[src/rtl/cholesky_positive_definite_check_assert.svh]
// ----------------------------------------------------------------------------
// Assertion macros for the positive definiteness checker
// Same-cycle and next-cycle implication checks, empty in synthesis builds.
// ----------------------------------------------------------------------------
`ifndef CHOLESKY_POSITIVE_DEFINITE_CHECK_ASSERT_SVH
`define CHOLESKY_POSITIVE_DEFINITE_CHECK_ASSERT_SVH
`ifndef SYNTHESIS
`define CPDC_ASSERT_IMPL(name, ante, cons) \
  name: assert property (@(posedge clk_i) disable iff (!rst_ni) (ante) |-> (cons)) \
    else $error("check failed in the same cycle");
`define CPDC_ASSERT_NEXT(name, ante, cons) \
  name: assert property (@(posedge clk_i) disable iff (!rst_ni) (ante) |=> (cons)) \
    else $error("check failed in the next cycle");
`else
`define CPDC_ASSERT_IMPL(name, ante, cons)
`define CPDC_ASSERT_NEXT(name, ante, cons)
`endif
`endif

[src/rtl/chol_pkg.sv]
// ----------------------------------------------------------------------------
// chol_pkg
// Shared types and constants of the positive definiteness checker.
// ----------------------------------------------------------------------------
package chol_pkg;

  localparam int DIM_W  = 5;
  localparam int TOL_W  = 31;
  localparam int ADDR_W = 3;

  localparam logic [1:0] STATUS_OK            = 2'd0;
  localparam logic [1:0] STATUS_NOT_SYMMETRIC = 2'd1;
  localparam logic [1:0] STATUS_BAD_PIVOT     = 2'd2;
  localparam logic [1:0] STATUS_SIZE_ERROR    = 2'd3;

  localparam logic REG_DIMENSION = 1'b0;
  localparam logic REG_TOLERANCE = 1'b1;

  typedef struct packed {
    logic signed [31:0] matrix_element;
    logic               last_element;
  } chol_item_t;

  typedef struct packed {
    logic       positive_definite;
    logic [1:0] status_code;
    logic [3:0] failing_pivot;
  } chol_result_t;

  typedef struct packed {
    logic       accept;
    logic       rd_sym_a;
    logic       rd_sym_b;
    logic       sym_sq;
    logic       sym_add;
    logic       fac_init;
    logic       rd_m;
    logic       acc_init;
    logic       rd_la;
    logic       rd_lb;
    logic       mul;
    logic       sub;
    logic       rd_diag;
    logic       div_start;
    logic       wr_off;
    logic       sqrt_start;
    logic       wr_diag;
    logic       set_res;
    logic [1:0] res_code;
  } chol_cmd_t;

  typedef struct packed {
    logic cfg_bad;
    logic sym_last;
    logic sym_ok;
    logic j_zero;
    logic j_eq_i;
    logic k_last;
    logic acc_pos;
    logic unit_done;
    logic i_last;
  } chol_stat_t;

endpackage

[src/rtl/chol_ctrl.sv]
// ----------------------------------------------------------------------------
// chol_ctrl
// Sequencer: loading, symmetry pass and row-wise factorization.
// ----------------------------------------------------------------------------
module chol_ctrl (
  input  logic                 clk_i,
  input  logic                 rst_ni,
  input  logic                 start_i,
  input  logic                 last_i,
  input  chol_pkg::chol_stat_t stat_i,
  output chol_pkg::chol_cmd_t  cmd_o,
  output logic                 busy_o
);
  import chol_pkg::*;

  typedef enum logic [15:0] {
    S_IDLE   = 16'h0001,
    S_SYM_RA = 16'h0002,
    S_SYM_RB = 16'h0004,
    S_SYM_SQ = 16'h0008,
    S_SYM_AD = 16'h0010,
    S_SYM_CM = 16'h0020,
    S_F_RDM  = 16'h0040,
    S_F_INIT = 16'h0080,
    S_F_RDA  = 16'h0100,
    S_F_RDB  = 16'h0200,
    S_F_MUL  = 16'h0400,
    S_F_SUB  = 16'h0800,
    S_F_RDD  = 16'h1000,
    S_F_DIV  = 16'h2000,
    S_F_TEST = 16'h4000,
    S_F_WAIT = 16'h8000
  } chol_state_e;

  chol_state_e state_q, state_d;
  logic        diag_q, diag_d;

  always_comb begin
    state_d = state_q;
    diag_d  = diag_q;
    cmd_o   = '0;
    unique case (state_q)
      S_IDLE: begin
        if (start_i) begin
          cmd_o.accept = 1'b1;
          if (last_i) begin
            if (stat_i.cfg_bad) begin
              cmd_o.set_res  = 1'b1;
              cmd_o.res_code = STATUS_SIZE_ERROR;
            end else begin
              state_d = S_SYM_RA;
            end
          end
        end
      end
      S_SYM_RA: begin
        cmd_o.rd_sym_a = 1'b1;
        state_d = S_SYM_RB;
      end
      S_SYM_RB: begin
        cmd_o.rd_sym_b = 1'b1;
        state_d = S_SYM_SQ;
      end
      S_SYM_SQ: begin
        cmd_o.sym_sq = 1'b1;
        state_d = S_SYM_AD;
      end
      S_SYM_AD: begin
        cmd_o.sym_add = 1'b1;
        state_d = stat_i.sym_last ? S_SYM_CM : S_SYM_RA;
      end
      S_SYM_CM: begin
        if (!stat_i.sym_ok) begin
          cmd_o.set_res  = 1'b1;
          cmd_o.res_code = STATUS_NOT_SYMMETRIC;
          state_d = S_IDLE;
        end else begin
          cmd_o.fac_init = 1'b1;
          state_d = S_F_RDM;
        end
      end
      S_F_RDM: begin
        cmd_o.rd_m = 1'b1;
        state_d = S_F_INIT;
      end
      S_F_INIT: begin
        cmd_o.acc_init = 1'b1;
        if (!stat_i.j_zero) begin
          state_d = S_F_RDA;
        end else begin
          state_d = stat_i.j_eq_i ? S_F_TEST : S_F_RDD;
        end
      end
      S_F_RDA: begin
        cmd_o.rd_la = 1'b1;
        state_d = S_F_RDB;
      end
      S_F_RDB: begin
        cmd_o.rd_lb = 1'b1;
        state_d = S_F_MUL;
      end
      S_F_MUL: begin
        cmd_o.mul = 1'b1;
        state_d = S_F_SUB;
      end
      S_F_SUB: begin
        cmd_o.sub = 1'b1;
        if (!stat_i.k_last) begin
          state_d = S_F_RDA;
        end else begin
          state_d = stat_i.j_eq_i ? S_F_TEST : S_F_RDD;
        end
      end
      S_F_RDD: begin
        cmd_o.rd_diag = 1'b1;
        state_d = S_F_DIV;
      end
      S_F_DIV: begin
        cmd_o.div_start = 1'b1;
        diag_d  = 1'b0;
        state_d = S_F_WAIT;
      end
      S_F_TEST: begin
        if (!stat_i.acc_pos) begin
          cmd_o.set_res  = 1'b1;
          cmd_o.res_code = STATUS_BAD_PIVOT;
          state_d = S_IDLE;
        end else begin
          cmd_o.sqrt_start = 1'b1;
          diag_d  = 1'b1;
          state_d = S_F_WAIT;
        end
      end
      S_F_WAIT: begin
        if (stat_i.unit_done) begin
          if (!diag_q) begin
            cmd_o.wr_off = 1'b1;
            state_d = S_F_RDM;
          end else begin
            cmd_o.wr_diag = 1'b1;
            if (stat_i.i_last) begin
              cmd_o.set_res  = 1'b1;
              cmd_o.res_code = STATUS_OK;
              state_d = S_IDLE;
            end else begin
              state_d = S_F_RDM;
            end
          end
        end
      end
      default: state_d = S_IDLE;
    endcase
  end

  always_ff @(posedge clk_i or negedge rst_ni) begin
    if (!rst_ni) begin
      state_q <= S_IDLE;
      diag_q  <= 1'b0;
    end else begin
      state_q <= state_d;
      diag_q  <= diag_d;
    end
  end

  assign busy_o = (state_q != S_IDLE);

endmodule

[config.mk]
export PLATFORM = sky130hd
export DESIGN_NAME = chol_ctrl
export DESIGN_NICKNAME = d
export VERILOG_FILES = /design/src/rtl/cholesky_positive_definite_check_assert.svh /design/src/rtl/chol_pkg.sv /design/src/rtl/chol_ctrl.sv
export SDC_FILE = /design/constraint.sdc
export NUM_CORES = 1
export LEC_CHECK = 0
export BUFFER_PORTS_ARGS = -buffer_cell sky130_fd_sc_hd__buf_2
export CAP_MARGIN = 20
export CELL_PAD_IN_SITES_DETAIL_PLACEMENT = 0
export CELL_PAD_IN_SITES_GLOBAL_PLACEMENT = 2
export CORE_AREA = 2 2 68 63
export DETAILED_ROUTE_END_ITERATION = 10
export DIE_AREA = 0 0 70 65
export GPL_TIMING_DRIVEN = 0
export PLACE_DENSITY = 0.84
export SLEW_MARGIN = 40
export SYNTH_ARGS = -nofsm -noshare
export SYNTH_HDL_FRONTEND = slang
export SYNTH_SLANG_ARGS = --single-unit
export TNS_END_PERCENT = 50
[constraint.sdc]
create_clock -name clk_i -period 4.11 [get_ports clk_i]
set_input_delay 0.822 -clock clk_i [delete_from_list [all_inputs] [get_ports clk_i]]
set_output_delay 0.822 -clock clk_i [all_outputs]
set_load 0.02 [all_outputs]
==> flow_summary.toml, run 1 <==
[synthesis]
synthTopCellsByArea = "dfrtp_1, nor4_1, nor2_1, and3_1, nor4b_1"
ys_seq_elements = 17
syn-mean-instance-area_um2 = 8.72
synth_area_um2 = 1190
synth-main-ff-cell = "dfrtp_1"
yosysSeqAreaShare = 0.357
synthCells = 137
synth_top_area_share = 0.335
synth.most_common_cell = "dfrtp_1"
synthTopCellsByCount = "dfrtp_1, nor2_1, nor4_1"
synth_edf_count = 0
synth_cell_types = 45
syn-num-nets = 150
async_flop_share = 1.00
ys_warn_count = 0
yosysTopAreaCell = "dfrtp_1"

[floorplanning]
io_pins = 34
die_area_um2 = 4550
initial_core_util = 0.306
die_w_um = 70
coreArea_um2 = 3910
rows = 22
die_height_um = 65

[cts]
cts_max_level = 1
clk-insertion-delay-late_ps = 250
cts_buffers = 3
ctsResizeCount = 0
cts-hold-fix-buffers = 0
ctsRootBufferMaster = "clkbuf_8"
clockBufferDepth = 2
clock_sinks = 17
postCtsSetupRepairBufs = 0
cts_tree = "done"
path_clk_slew_ps = 60

[pwr]
pwr-share-clk = 0.270
sw_frac_of_total = 0.344
combPwrFrac = 0.330
power.share.sequential = 0.400
switchingPower_w = 0.000158
power_density_nw_per_um2 = 314
peakVddDrop_v = 0.000165
power.internal_w = 0.000302
p_total_w = 0.000460
p_leak_nw = 0.711

[placed_design]
hpwl_um = 2290
io_buffers = 33
place_area_um2 = 1420
gp_congestion = 0.727

[timing]
final_min_period_over_clock_period = 0.819
whs_ps = 488
maxSlewHeadroom = 0.611
hold_viol = 0
fin_skew_ps = 0.634
worst_pin_slew_ps = 578
finalSetupViolations = 0
slew_violations = 0
rsz0062_at_grt = "no"
period_minus_slack_ps = 3370
max_freq_ghz = 0.297
tns_ps = 0

[global_routing]
overflow = 0
grt_pass1_wl_um = 5160
grt.total_usage = 0.141
grt_pass1_vias = 1109
antenna_found_initial = 0
grt_max_degree = 18

[final_layout]
post-route-cell-area_um2 = 1470
nets = 188
layout-drive-gt1-share = 0.282
antenna_cells = 0
fillers = 438
syn2layout_area_growth_pct = 22.6

[flow_run]
drv_cap = 0

[route]
drtAntennaViolNets = 0
first_pass_iters = 4
drtIter0Drc = 41
num_vias = 1155
routed_wl_um = 2960
drc = 0
viasPerCell = 5.20
avgRoutedWirePerCell_um = 13.4

[setup_path]
r2r_cells = 6
cp-end-kind = "primary output"
startpoint_type = "register"
path_buf_inv = 2
cpPeakStageDelay_ps = 560
setup.worst_path.class = "reg2out"
cp_data_required_time_ps = 3290
critPathSlowestCell = "or4_1"
cp_cell_sequence = "clkbuf_1 > or4_1 > or4_4 > or3_4 > o211ai_1 > buf_2"
worstSetupPathDepth = 6
crit_family = "simple AND/OR/NAND/NOR gates"
crit_fanout = 10
worstPathArrival_ps = 2550

[outcome]
status = "complete, no violations"

[worst_hold_path]
hp-class = "in2async"
## logic make-up after synthesis
group,count (synthesis),share of synthesized area
xor gates and xnor gates,4,0.0293
buffers and inverters,12,0.0534
AOI/OAI and AO/OA,22,0.130
DFF,17,0.357
and+or+nand+nor,82,0.430
## through the flow
step	utilization	std cells	setup slack (ps)
after floorplan	-	137	1160
after global placement	0.363	218	1030
after detailed placement	0.363	218	1020
after CTS	0.375	222	725
after global routing	0.375	222	519
final	0.375	222	742
## metal layers
layer,global-route usage,share of wire,vias to the layer above,wire [um]
li1,-,-,597,-
met1,0.185,0.48,540,1430
met2,0.237,0.48,16,1420
met3,0.0389,0.035,2,105
met4,0.0216,0.0020,0,6
met5,0,0,-,0
## placed cells by master, fill, tap and decap left out, types with 3 or more instances in the layout
cell      netlist  final
or4_4           3      3
clkbuf_8        0      3
buf_2           0     33
nor4b_1         4      4
o21ai_0         4      4
inv_1           5      5
nand2_1         7      7
a21oi_1         4      4
nor2_1         13     13
clkbuf_1        4      5
nor4_1         12     12
nor3_1          6      6
nor3b_1         4      4
and3_1          6      6
and3b_1         3      3
nand2b_1        3      3
dfrtp_1        16     16
and2_1          3      3
nand3_1         5      5
## final timing paths
kind	end	startpoint	slack, ps
worst max register to register	state_q[0]	state_q[10]	1770
worst min-delay path	state_q[2]	rst_ni	490
min in group clk_i	diag_q	diag_q	560
max in group asynchronous	state_q[0]	rst_ni	3310
worst min register to register	diag_q	diag_q	560
worst max-delay path	cmd_o[2]	state_q[3]	740
## sequential cells by signal, indices dropped and copies added, names as in the netlist
register  flops
diag_q        1
state_q      16
## area by class of cell
cell class	count	area (um2)	share of cell area
well taps	48	60.1	0.0410
plain buffers	7	45.0	0.0307
repair buffers	33	165	0.113
inverters	5	18.8	0.0128
multi-input cells	108	704	0.481
flip-flops and latches	17	427	0.291
clock buffers	4	45.0	0.0307
## power groups by stage
stage	Clock [W]	Sequential (W)	Combinational (W)
final	0.000124	0.000184	0.000152
after global routing	0.000139	0.000186	0.000171
after CTS	0.000131	0.000184	0.000155
after detailed placement	0	0.000187	0.000154
after global placement	0	0.000187	0.000152
after floorplan	0	0.000185	0.000107
(Power assumes the default switching activity.)
==> run 2, diff against run 1 <==
--- a/config.mk
+++ b/config.mk
@@ -5,15 +5,16 @@
 export SDC_FILE = /design/constraint.sdc
 export NUM_CORES = 1
 export LEC_CHECK = 0
+export ABC_AREA = 1
 export BUFFER_PORTS_ARGS = -buffer_cell sky130_fd_sc_hd__buf_2
 export CAP_MARGIN = 20
 export CELL_PAD_IN_SITES_DETAIL_PLACEMENT = 0
 export CELL_PAD_IN_SITES_GLOBAL_PLACEMENT = 2
-export CORE_AREA = 2 2 68 63
+export CORE_AREA = 2 2 74 69
 export DETAILED_ROUTE_END_ITERATION = 10
-export DIE_AREA = 0 0 70 65
+export DIE_AREA = 0 0 76 71
 export GPL_TIMING_DRIVEN = 0
-export PLACE_DENSITY = 0.84
+export PLACE_DENSITY = 0.78
 export SLEW_MARGIN = 40
 export SYNTH_ARGS = -nofsm -noshare
 export SYNTH_HDL_FRONTEND = slang
==> constraint.sdc (replaced) <==
create_clock -name clk_i -period 3.29 [get_ports clk_i]
set_input_delay 0.658 -clock clk_i [delete_from_list [all_inputs] [get_ports clk_i]]
set_output_delay 0.658 -clock clk_i [all_outputs]
set_load 0.02 [all_outputs]
==> run 2 against run 1 <==
  * Cell count up 27%
  * Register-to-register slack worse by 80 ps
  * Sequential share of layout area down 0.63 points
  * Synthesized cell count up 32%
  * Flip-flop and latch count unchanged
  * Worst setup slack better by 20 ps
  * Power up 42%
  * Global-route usage down 3.0 points
  * Wire length down 4.5%
  * Count of clock-buffer cells in the layout down 1
  * Critical path depth up 1
  * Highest routed layer unchanged
==> flow_summary.toml, run 2 <==
[route]
routed_wl_um = 2830
drc = 0
num_vias = 1112
drtIter0Drc = 76
first_pass_iters = 4
avgRoutedWirePerCell_um = 10.0
drtAntennaViolNets = 0
viasPerCell = 3.93

[global_routing]
use_met1 = 0.149
grt_max_degree = 18
grt_busiest_layer = "met2"
grt_pass1_vias = 1027
grt_util_met2 = 0.182
grt.total_usage = 0.111
grt_pass1_wl_um = 4750
overflow = 0
use_met3 = 0.0217
antenna_found_initial = 0

[timing]
max_freq_ghz = 0.396
maxSlewHeadroom = 0.714
tns_ps = 0
rsz0062_at_grt = "no"
finalSetupViolations = 0
final_min_period_over_clock_period = 0.768
period_minus_slack_ps = 2530
fin_skew_ps = 13.8
hold_viol = 0
slew_violations = 0
whs_ps = 329
worst_pin_slew_ps = 429

[synthesis]
ys_warn_count = 0
async_flop_share = 1.00
synth-main-ff-cell = "dfrtp_1"
synth_top_area_share = 0.332
synthTopCellsByArea = "dfrtp_1, nand2_1, inv_1, nor2_1, nand2_4"
synthTopCellsByCount = "nand2_1, inv_1, nor2_1"
syn-mean-instance-area_um2 = 6.66
synth_cell_types = 21
synth_area_um2 = 1200
synthCells = 181
synth_edf_count = 0
yosysTopAreaCell = "dfrtp_1"
syn-num-nets = 194
synth.most_common_cell = "nand2_1"
ys_seq_elements = 17
yosysSeqAreaShare = 0.354

[final_layout]
layout_common_cells = "nand2_1, inv_1, nor2_1"
reg.largest.list = "state_q x16, diag_q x1"
mostFrequentLayoutCell = "nand2_1"
nets = 232
layout-drive-gt1-share = 0.271
top_register = "state_q"
fillers = 513
largest_reg_flops = 16
syn2layout_area_growth_pct = 24.3
antenna_cells = 0

[outcome]
status = "complete, no violations"

[floorplanning]
die_height_um = 71
die_w_um = 76
die_area_um2 = 5400
rows = 24
initial_core_util = 0.259
io_pins = 34
coreArea_um2 = 4650

[setup_path]
cpPeakStageDelay_ps = 430
crit_fanout = 9
r2r_start = "state_q[1]"
setup.worst_path.class = "reg2out"
cp_cell_sequence = "nor2_4 > nand2_4 > nor2_8 > nand2_4 > or3b_4 > nand4_1 > buf_2"
startpoint_type = "register"
critPathSlowestCell = "dfrtp_1"
crit_family = "simple AND/OR/NAND/NOR gates"
cp-end-kind = "primary output"
cp_data_required_time_ps = 2630
path_buf_inv = 1
crit_top_cell = "nand2_4"
worstPathArrival_ps = 1870
critPathLaunch = "state_q[12]"

[cts]
ctsRootBufferMaster = "clkbuf_8"
cts-hold-fix-buffers = 0
ctsResizeCount = 0
postCtsSetupRepairBufs = 0
clk-insertion-delay-late_ps = 260
path_clk_slew_ps = 80
clock_sinks = 17
cts_tree = "done"
cts_buffers = 3
cts_max_level = 1
clockBufferDepth = 2

[placed_design]
io_buffers = 33
gp_congestion = 0.748
hpwl_um = 2270

[worst_hold_path]
hp-class = "in2async"

[pwr]
p_leak_nw = 1.02
peakVddDrop_v = 0.000137
power_density_nw_per_um2 = 437

[flow_run]
drv_cap = 0
==> run 2: changes by cell type in the layout (fill, tap and decap cells not counted), moves of 5 or more <==
| cell | change |
|---|---|
| nor2_1 | +27 |
| nand2_1 | +37 |
| inv_1 | +36 |
| and3_1 | -6 |
| nor4_1 | -12 |
| clkbuf_1 | -5 |
==> run 2: metal layers <==
layer,up-vias,routed length (um)
li1,611,-
met1,475,1390
met2,24,1260
met3,2,155
met4,0,25
met5,-,0
==> run 2: through the flow <==
step           utilization  setup WS (ps)  power (W)  cells  area (um2)
3_3_place_gp         0.312           1030   0.000499    279        1450
6_report             0.322            762   0.000654    283        1500
5_1_grt              0.322            597   0.000704    283        1500
3_5_place_dp         0.312           1040   0.000498    279        1450
2_1_floorplan            -           1080   0.000430    181        1200
4_1_cts              0.322            738   0.000663    283        1500
==> run 2: kinds of logic after synthesis <==
group,Yosys count,synth area share
and+or+nand+nor,116,0.484
DFF,17,0.354
AOI/OAI and AO/OA,7,0.0343
buffers and inverters,41,0.128
==> run 2: where the power goes <==
group          switching [W]  internal [W]  total (W)  leakage (nW)
sequential        0.00000993      0.000229   0.000239         0.227
combinational       0.000175     0.0000790   0.000254         0.769
clock              0.0000775     0.0000840   0.000162        0.0255
total               0.000262      0.000392   0.000654          1.02
==> run 2: worst paths after layout <==
kind / end / slack, ps / depth (start not counted)
worst max register to register: state_q[0] / 1690 / 9
min in group clk_i: state_q[12] / 570 / 2
max in group asynchronous: state_q[0] / 2620 / 1
worst min-delay path: state_q[7] / 330 / 1
worst max-delay path: cmd_o[2] / 760 / 7
worst min register to register: diag_q / 610 / 2
==> run 2: cell type report <==
type                            count  area (um2)  share of cell area
Clock buffer                        3        41.3              0.0276
Clock inverter                      1        5.00             0.00334
Inverter                           41         154               0.103
Multi-Input combinational cell    123         624               0.417
Sequential cell                    17         427               0.285
Tap cell                           65        81.3              0.0543
Timing Repair Buffer               33         165               0.110
==> run 3, diff against run 2 <==
--- a/config.mk
+++ b/config.mk
@@ -10,11 +10,11 @@
 export CAP_MARGIN = 20
 export CELL_PAD_IN_SITES_DETAIL_PLACEMENT = 0
 export CELL_PAD_IN_SITES_GLOBAL_PLACEMENT = 2
-export CORE_AREA = 2 2 74 69
+export CORE_AREA = 2 2 78 73
 export DETAILED_ROUTE_END_ITERATION = 10
-export DIE_AREA = 0 0 76 71
+export DIE_AREA = 0 0 80 75
 export GPL_TIMING_DRIVEN = 0
-export PLACE_DENSITY = 0.78
+export PLACE_DENSITY = 0.74
 export SLEW_MARGIN = 40
 export SYNTH_ARGS = -nofsm -noshare
 export SYNTH_HDL_FRONTEND = slang
==> constraint.sdc (replaced) <==
create_clock -name clk_i -period 2 [get_ports clk_i]
set_input_delay 0.4 -clock clk_i [delete_from_list [all_inputs] [get_ports clk_i]]
set_output_delay 0.4 -clock clk_i [all_outputs]
set_load 0.02 [all_outputs]
==> run 3 against run 2 <==
  * The run now ends with negative setup slack left
  * Clock power increased by 62%
  * Count of clock-buffer cells in the layout grew 1
  * Sequential power grew 70%
  * Sequential share of layout area fell by 5.8 points
  * Hold slack got worse by 260 ps
  * Wire length is 15% higher
  * Highest routed layer unchanged
  * Clock skew shrank 11 ps
  * Cell count grew 10%
  * Die area up 11%
==> flow_summary.toml, run 3 (synthesis gave the netlist of run 2 again) <==
[outcome]
status = "complete, but fails checks"
violations = "negative setup slack"

[cts]
ctsRootBufferMaster = "clkbuf_8"
clock_sinks = 17
cts_tree = "done"
cts_buffers = 3
path_clk_slew_ps = 70
clockBufferDepth = 2
cts-hold-fix-buffers = 0
cts_max_level = 1
clk-insertion-delay-late_ps = 250

[floorplanning]
rows = 25
die_w_um = 80
die_height_um = 75
io_pins = 34
coreArea_um2 = 5130
die_area_um2 = 6000
initial_core_util = 0.235

[setup_path]
crit_fanout = 5
worstPathArrival_ps = 1740
startpoint_type = "register"
cpPeakStageDelay_ps = 410
cp-end-kind = "primary output"
r2r_end = "state_q[0]"
path_buf_inv = 1
r2r_start = "state_q[0]"
crit_family = "simple AND/OR/NAND/NOR gates"
reg2reg_slack_ps = 260
critPathSlowestCell = "dfrtp_1"
cp_cell_sequence = "nor2_4 > nand2_4 > nor2_4 > nand2_4 > or3b_4 > nand4_1 > buf_6"
cp_data_required_time_ps = 1600
r2r_cells = 13
setup.worst_path.class = "reg2out"

[global_routing]
grt_pass1_wl_um = 5260
antenna_found_initial = 0
grt_max_degree = 18
overflow = 0
grt.total_usage = 0.113
grt_pass1_vias = 1156

[route]
drtAntennaViolNets = 0
routed_wl_um = 3260
first_pass_iters = 4
viasPerCell = 3.98
num_vias = 1241
drc = 0
avgRoutedWirePerCell_um = 10.4
drtIter0Drc = 47

[pwr]
p_leak_nw = 1.19
power_density_nw_per_um2 = 714
peakVddDrop_v = 0.000299

[flow_run]
drv_cap = 0

[final_layout]
seq_area_um2 = 427
reg.largest.list = "state_q x16, diag_q x1"
top_register = "state_q"
layout_common_cells = "nand2_1, inv_1, nor2_1"
multi_input_area_um2 = 716
fillers = 570
largest_reg_flops = 16
mostFrequentLayoutCell = "nand2_1"
post-route-cell-area_um2 = 1880
syn2layout_area_growth_pct = 55.8
nets = 259
layout-drive-gt1-share = 0.424
antenna_cells = 0

[timing]
rsz0062_at_grt = "yes"
finalSetupViolations = 3
slew_violations = 0
fin_ws_ps = -141
final_min_period_over_clock_period = 1.07
worst_pin_slew_ps = 409
maxSlewHeadroom = 0.727
hold_viol = 0
max_freq_ghz = 0.467
fin_skew_ps = 2.43
period_minus_slack_ps = 2140

[placed_design]
hpwl_um = 2370
place_area_um2 = 1450
gp_congestion = 0.691
pre_cts_slack_ps = 14.1
io_buffers = 33

[worst_hold_path]
hp-class = "in2async"
-- run 3: changes by cell type in the layout (fill, tap and decap cells not counted), moves of 6 or more --
cell / before / now
buf_2: 33 / 19
buf_4: 0 / 29
nor2_4: 4 / 10
buf_6: 0 / 11
nand2_1: 44 / 38
inv_1: 41 / 35
inv_2: 0 / 6
nor2_1: 40 / 34
-- run 3: per-layer routing --
| layer | vias up | share of wire | global-route usage |
|---|---|---|---|
| li1 | 660 | - | - |
| met1 | 549 | 0.48 | 0.159 |
| met2 | 27 | 0.47 | 0.180 |
| met3 | 5 | 0.036 | 0.0144 |
| met4 | 0 | 0.016 | 0.0395 |
| met5 | - | 0 | 0 |
-- run 3: worst max-delay path by stage --
stage | from | endpoint | cells after the start
floorplan | state_q[1] | cmd_o[2] | 7
global placement | state_q[12] | cmd_o[2] | 7
detailed placement | state_q[12] | cmd_o[2] | 7
CTS | state_q[1] | cmd_o[2] | 8
global route | state_q[7] | cmd_o[2] | 7
finish | state_q[5] | cmd_o[2] | 7
-- run 3: layout make-up --
class,instances,share of cell area
tap,67,0.0447
clock buffer,4,0.0240
inverter,41,0.0820
timing repair buffer,60,0.241
multi-input combinational,123,0.381
sequential,17,0.227
-- run 3: where the power goes --
part,switching (W),leakage [nW],internal [W],total [W]
sequential,0.0000287,0.227,0.000377,0.000406
clock,0.000122,0.0228,0.000142,0.000263
combinational,0.000360,0.944,0.000310,0.000671
-- run 3: timing repair --
| action | CTS | global route |
|---|---|---|
| pin swaps | 12 | 4 |
| buffers inserted | 18 | 9 |
| setup endpoints to repair | 9 | 19 |
| gates resized for setup | 13 | 44 |
-- run 3: metrics by stage --
step	util	TNS [ps]	hold slack, ps	instances	total power, W
finish	0.366	-364	67.5	312	0.00134
global route	0.366	-1310	91.8	312	0.00144
CTS	0.328	-518	78.3	303	0.00121
detailed placement	0.283	0	356	281	0.000827
global placement	0.283	0	359	281	0.000824
floorplan	-	0	104	181	0.000707
